### src/hdl/tcsum_pkg.sv
`timescale 1ns / 1ps
// ----------------------------------------------------------------------------
// tcsum_pkg
// Shared types and constants for the TCP over IPv6 checksum block.
// ----------------------------------------------------------------------------
package tcsum_pkg;

   typedef enum logic {
      CMD_ADDR = 1'b0,
      CMD_SEG  = 1'b1
   } cmd_type;

   typedef struct packed {
      cmd_type     command;
      logic [15:0] data_word;
      logic        one_byte;
      logic        last;
   } item_type;

   localparam logic [15:0] NEXT_HEADER_TCP = 16'd6;
   localparam logic [15:0] HIGH_BYTE_MASK  = 16'hff00;

endpackage

### src/hdl/tcsum_in_reg.sv
`timescale 1ns / 1ps
// ----------------------------------------------------------------------------
// tcsum_in_reg
// Input register: captures one word per cycle while the pipeline advances.
// ----------------------------------------------------------------------------
module tcsum_in_reg (
   input  logic               clock,
   input  logic               reset,
   input  logic               advance,
   input  logic               in_valid,
   input  tcsum_pkg::item_type in_item,
   output logic               out_valid,
   output tcsum_pkg::item_type out_item
);
   import tcsum_pkg::*;

   logic     valid_ff, valid_in;
   item_type item_ff, item_in;

   always_comb begin
      valid_in = valid_ff;
      item_in  = item_ff;
      if (advance) begin
         valid_in = in_valid;
         item_in  = in_item;
      end
   end

   always_ff @(posedge clock) begin
      if (reset) begin
         valid_ff <= 1'b0;
      end else begin
         valid_ff <= valid_in;
      end
      item_ff <= item_in;
   end

   assign out_valid = valid_ff;
   assign out_item  = item_ff;

endmodule

### src/hdl/tcsum_accum.sv
`timescale 1ns / 1ps
// ----------------------------------------------------------------------------
// tcsum_accum
// Running sum and byte count, end-of-packet fold and result register.
// ----------------------------------------------------------------------------
module tcsum_accum (
   input  logic               clock,
   input  logic               reset,
   input  logic               advance,
   input  logic               in_valid,
   input  tcsum_pkg::item_type in_item,
   output logic               rsp_valid,
   output logic [15:0]        rsp_checksum,
   output logic [15:0]        rsp_segment_bytes
);
   import tcsum_pkg::*;

   logic [31:0] sum_ff, sum_in;
   logic [15:0] count_ff, count_in;
   logic        rsp_valid_ff, rsp_valid_in;
   logic [15:0] checksum_ff, checksum_in;
   logic [15:0] seg_bytes_ff, seg_bytes_in;

   logic [15:0] addend;
   logic [15:0] count_step;
   logic [31:0] sum_next;
   logic [15:0] count_next;
   logic [31:0] total;
   logic [16:0] fold1;
   logic [15:0] fold2;

   always_comb begin
      addend     = in_item.data_word;
      count_step = 16'd0;
      if (in_item.command == CMD_SEG) begin
         if (in_item.one_byte) begin
            addend     = in_item.data_word & HIGH_BYTE_MASK;
            count_step = 16'd1;
         end else begin
            count_step = 16'd2;
         end
      end
      sum_next   = sum_ff + {16'd0, addend};
      count_next = count_ff + count_step;
      total      = sum_next + {16'd0, count_next} + {16'd0, NEXT_HEADER_TCP};
      fold1      = {1'b0, total[15:0]} + {1'b0, total[31:16]};
      fold2      = fold1[15:0] + {15'd0, fold1[16]};
   end

   always_comb begin
      sum_in       = sum_ff;
      count_in     = count_ff;
      rsp_valid_in = rsp_valid_ff;
      checksum_in  = checksum_ff;
      seg_bytes_in = seg_bytes_ff;
      if (advance) begin
         rsp_valid_in = in_valid & in_item.last;
         if (in_valid) begin
            if (in_item.last) begin
               sum_in       = 32'd0;
               count_in     = 16'd0;
               checksum_in  = ~fold2;
               seg_bytes_in = count_next;
            end else begin
               sum_in   = sum_next;
               count_in = count_next;
            end
         end
      end
   end

   always_ff @(posedge clock) begin
      if (reset) begin
         sum_ff       <= 32'd0;
         count_ff     <= 16'd0;
         rsp_valid_ff <= 1'b0;
      end else begin
         sum_ff       <= sum_in;
         count_ff     <= count_in;
         rsp_valid_ff <= rsp_valid_in;
      end
      checksum_ff  <= checksum_in;
      seg_bytes_ff <= seg_bytes_in;
   end

   assign rsp_valid         = rsp_valid_ff;
   assign rsp_checksum      = checksum_ff;
   assign rsp_segment_bytes = seg_bytes_ff;

endmodule

### src/hdl/tcp_ipv6_checksum_top.sv
`timescale 1ns / 1ps
// ----------------------------------------------------------------------------
// tcp_ipv6_checksum_top
// TCP checksum over an IPv6 pseudo header and a TCP segment.
//
// Send the 16 address words (source, then destination) with req_tuser[0]=0,
// then the segment words with req_tuser[0]=1, first byte in the high half.
// Set req_tuser[1] on a final odd word that holds only its high byte, and
// req_tlast on the last word of the packet. One word is taken per cycle while req_tready is high.
// The segment length is counted from the words, not read from the packet.
// On the last word, one result word (checksum, counted segment length)
// appears on rsp_ after acceptance, behind the input register and the
// result register, and the sum clears itself. Throughput is one word per
// cycle while no result is held back by a low rsp_tready.
// When rsp_tready is low with a result pending, the whole pipeline holds
// and req_tready drops. Reset empties both registers and zeroes the sum.
// ----------------------------------------------------------------------------
module tcp_ipv6_checksum_top (
   input  logic        clock,
   input  logic        reset,
   input  logic        req_tvalid,
   output logic        req_tready,
   input  logic [15:0] req_tdata,   // [15:0] data_word
   input  logic [1:0]  req_tuser,   // [0] command, [1] one_byte
   input  logic        req_tlast,
   output logic        rsp_tvalid,
   input  logic        rsp_tready,
   output logic [31:0] rsp_tdata    // [15:0] checksum, [31:16] segment_bytes
);
   import tcsum_pkg::*;

   logic     advance;
   item_type req_item;
   logic     s1_valid;
   item_type s1_item;
   logic [15:0] checksum;
   logic [15:0] segment_bytes;

   assign advance    = ~rsp_tvalid | rsp_tready;
   assign req_tready = advance;

   always_comb begin
      req_item.command   = cmd_type'(req_tuser[0]);
      req_item.data_word = req_tdata;
      req_item.one_byte  = req_tuser[1];
      req_item.last      = req_tlast;
   end

   tcsum_in_reg u_in_reg (
      .clock     (clock),
      .reset     (reset),
      .advance   (advance),
      .in_valid  (req_tvalid),
      .in_item   (req_item),
      .out_valid (s1_valid),
      .out_item  (s1_item)
   );

   tcsum_accum u_accum (
      .clock             (clock),
      .reset             (reset),
      .advance           (advance),
      .in_valid          (s1_valid),
      .in_item           (s1_item),
      .rsp_valid         (rsp_tvalid),
      .rsp_checksum      (checksum),
      .rsp_segment_bytes (segment_bytes)
   );

   assign rsp_tdata = {segment_bytes, checksum};

endmodule
### config.mk
export PLATFORM = sky130hd
export DESIGN_NAME = tcp_ipv6_checksum_top
export DESIGN_NICKNAME = d
export VERILOG_FILES = /design/src/hdl/tcsum_pkg.sv /design/src/hdl/tcsum_in_reg.sv /design/src/hdl/tcsum_accum.sv /design/src/hdl/tcp_ipv6_checksum_top.sv
export SDC_FILE = /design/constraint.sdc
export NUM_CORES = 1
export LEC_CHECK = 0
export BUFFER_PORTS_ARGS = -buffer_cell sky130_fd_sc_hd__buf_2
export CORE_MARGIN = 8
export CORE_UTILIZATION = 40
export DETAILED_ROUTE_END_ITERATION = 7
export GPL_TIMING_DRIVEN = 0
export PLACE_DENSITY_LB_ADDON = 0.2
export SETUP_SLACK_MARGIN = 0.1
export SYNTH_ARGS = -nofsm -noshare
export SYNTH_HDL_FRONTEND = slang
export SYNTH_SLANG_ARGS = --single-unit
### constraint.sdc
create_clock -name clock -period 15.8 [get_ports clock]
set_input_delay 3.16 -clock clock [delete_from_list [all_inputs] [get_ports clock]]
set_output_delay 3.16 -clock clock [all_outputs]
set_load 0.005 [all_outputs]
==> reports/qor.txt <==
Adder-cell area share of the yosys netlist: 13.1%
Max_cap viols: 0
Total CTS buffers: 9
Drt first pass iters: 4
Synth-to-Final Area Change: 11.8%
Worst min-delay path category: flip-flop to flip-flop
Final instance area: 0.00819 mm^2
Synth cell types: 72
Crit path largest cell delay: 0.65 ns
Fin crit period: 9.13 ns
Core Region: 0.0180 mm^2
Largest net degree at the start of global routing: 33
Final setup skew: 0.0134 ns
Post-Synth XOR/XNOR Area: 10.2%
Post-synthesis register bit count: 101
Setup Fix Bufs, Post-CTS: 0
Quantity of hold-fixing buffers added after cts: 0
CTS sink cnt: 101
Setup crit start kind: flip-flop
Worst path slowest cell: a221oi_1
Yosys warns: 0
Reg2reg path depth: 36
CP max FO: 9
Via-to-Cell Ratio: 5.39
Hold path start: u_accum.sum_ff[0]
IO Count: 57
Setup TNS: 0 ns
Crit path kind: flip-flop to flip-flop
Total power: 0.000649 W
P_sw: 0.000199 W
Iteration-0 DRC Markers: 257
Peak Freq: 110 MHz
Mapped Nets: 905
Clk_lat worst skew: 0.36 ns
EDFF count, synth: 51
Post-Synth Simple-Gate Area: 19.2%
Tcrit/Tclk final: 57.8%
Antenna viol nets, final: 0
Average cell area after synthesis: 9.06 um^2
DRC viols: 0
Clock slew at reported path FFs: 0.08 ns
Final setup fails: 0
CP endpoint: u_accum.rsp_checksum[15]
Sw Ratio: 30.7%
Commonest non-fill, non-tap cells in the layout: nor2_1 (89), ha_1 (70), a21oi_1 (59), xnor2_1 (58), buf_2 (56)
Logic pwr share: 21.9%
R2R Path End: u_accum.rsp_checksum[15]
Post-Syn Instances: 808
Routed wire per std cell: 16.2 um
Setup slack, reg-to-reg: 6.67 ns
Row count: 49
Pwr Density: 79.3 mW/mm^2
Seq/Total Area, Yosys: 34.6%
CTS tree: yes
Port Buffers: 55
Worst r2r src: u_in_reg.out_item[18]
Rel. slew slack: 16.3%
Async SR Flop Fraction: 0%
DP HPWL: 14,000 um
Layout cell share with drive strength beyond 1: 10.9%
H-tree depth: 3
Global route total overflow: 0
Largest family of logic cells by synthesized area: simple AND/OR/NAND/NOR gates
Final slew viol count: 0
Leak: 3.43 nW
Worst Setup End Kind: flip-flop
Antenna violations before repair: 0
Post-synthesis mux area share: 0.410%
Placed Area: 0.00788 mm^2
Post-CTS resize count: 0
Global-route usage over all layers: 16.1%
Internal power: 0.000450 W
Die area: 0.0229 mm^2
Maximum VDD drop: 0.0515 mV
Die Width: 151 um
Critical Path RT: 15.91 ns
Reg power frac: 44.5%
Initial Utilization: 40.8%
First-pass GRT wire length: 29,000 um
Die Ht: 151 um
Status: finished clean
Critical Path Most Common Cell: ha_1
Vias in the first global route: 5,685
Leading cell type in the layout, fill and taps excluded: nor2_1
Via count: 5,975
Root buf cell: clkbuf_16
Fin. Hold Viols: 0
Crit path DAT: 9.24 ns
Fin nets: 972
RSZ-0062 raised after global routing: false
Longest Clk Path Bufs: 2
Clock power share: 33.6%
Post-Syn Area: 0.00732 mm^2
Post-synth top flop: edfxtp_1
WL final: 17,900 um
Final Wtd Congestion: 0.861
Setup crit start: u_in_reg.out_item[18]
Slew @ Worst Pin: 1.26 ns
Compound-Gate Fraction of Synth Area: 19.1%
Ant diodes: 0
==> worst min-delay path by stage <==
stage               cells past startpoint             endpoint
floorplan                               2  u_accum.count_ff[0]
global placement                        2  u_accum.count_ff[0]
detailed placement                      2    u_accum.sum_ff[0]
CTS                                     2    u_accum.sum_ff[0]
global route                            2    u_accum.sum_ff[0]
finish                                  2    u_accum.sum_ff[0]
==> cell usage after synthesis, drive strengths merged (7+ instances only) <==
library cell,count,share of area (%)
o21a,8,0.82
xnor2,58,6.9
nand2,47,2.4
a31oi,13,1.2
a211oi,7,0.85
and3,17,1.5
ha,70,12
nor2,89,4.6
dfxtp,50,14
o21ai,33,2.3
nand2b,11,0.94
inv,34,1.7
nor3,13,0.96
nand4,10,0.85
clkbuf,29,1.5
a21o,16,1.6
nor2b,7,0.60
xor2,27,3.2
nor3b,7,0.72
edfxtp,51,21
nand3,29,2.2
a22oi,34,3.5
a21oi,60,4.2
and2,14,1.2
==> flip-flops by register name, summed over array words and instances, names as in the netlist <==
name,count
u_accum.count_ff,16
u_in_reg.out_item,19
u_accum.rsp_valid,1
u_accum.sum_ff,32
u_accum.rsp_checksum,16
u_accum.rsp_segment_bytes,16
u_in_reg.out_valid,1
==> cells by family after synthesis <==
group           count (synthesis)
buf+inv                        65
fa+ha+maj                      74
compound gates                208
xor+xnor                       85
mux                             3
simple gates                  272
flops                         101
==> power groups by stage <==
stage          combinational (W)  sequential [W]  clock, W
2_1_floorplan           0.000104        0.000295         0
3_3_place_gp            0.000140        0.000295         0
3_5_place_dp            0.000140        0.000295         0
4_1_cts                 0.000142        0.000289  0.000227
5_1_grt                 0.000159        0.000290  0.000233
6_report                0.000142        0.000289  0.000218
==> area by class of cell <==
| type | count | area [um^2] |
|---|---|---|
| buffer | 31 | 124 |
| clock buffer | 9 | 225 |
| clock inverter | 7 | 58.8 |
| fill | 1780 | 9780 |
| inverter | 34 | 128 |
| multi-input combinational | 642 | 4540 |
| sequential | 101 | 2530 |
| tap | 229 | 287 |
| timing repair buffer | 56 | 295 |
==> stage by stage <==
stage	hold WS [ns]	setup slack (ns)	util (%)	instances
2_1_floorplan	0.436	8.36	-	808
3_3_place_gp	0.450	6.71	43.9	1092
3_5_place_dp	0.453	6.66	43.9	1092
4_1_cts	0.465	6.60	45.5	1108
5_1_grt	0.498	5.93	45.6	1109
6_report	0.463	6.67	45.6	1109
==> worst max-delay path: cells and delay by family, from the launching register on <==
family	cells	cell delay (ns)
xor+xnor	3	0.62
fa+ha+maj	6	1.68
simple gates	13	3.20
compound gates	10	2.41
flops	1	0.35
buf+inv	4	0.61
==> routing by layer <==
layer	part of all wire (%)	global-route usage [%]	wire length [um]	vias to the layer above
met3	5.3	3.44	948	16
li1	-	-	-	3083
met5	0	0	0	-
met1	48	21.1	8580	2748
met4	1.5	4.26	269	0
met2	45	26.5	8120	128
(Power assumes the default switching activity.)
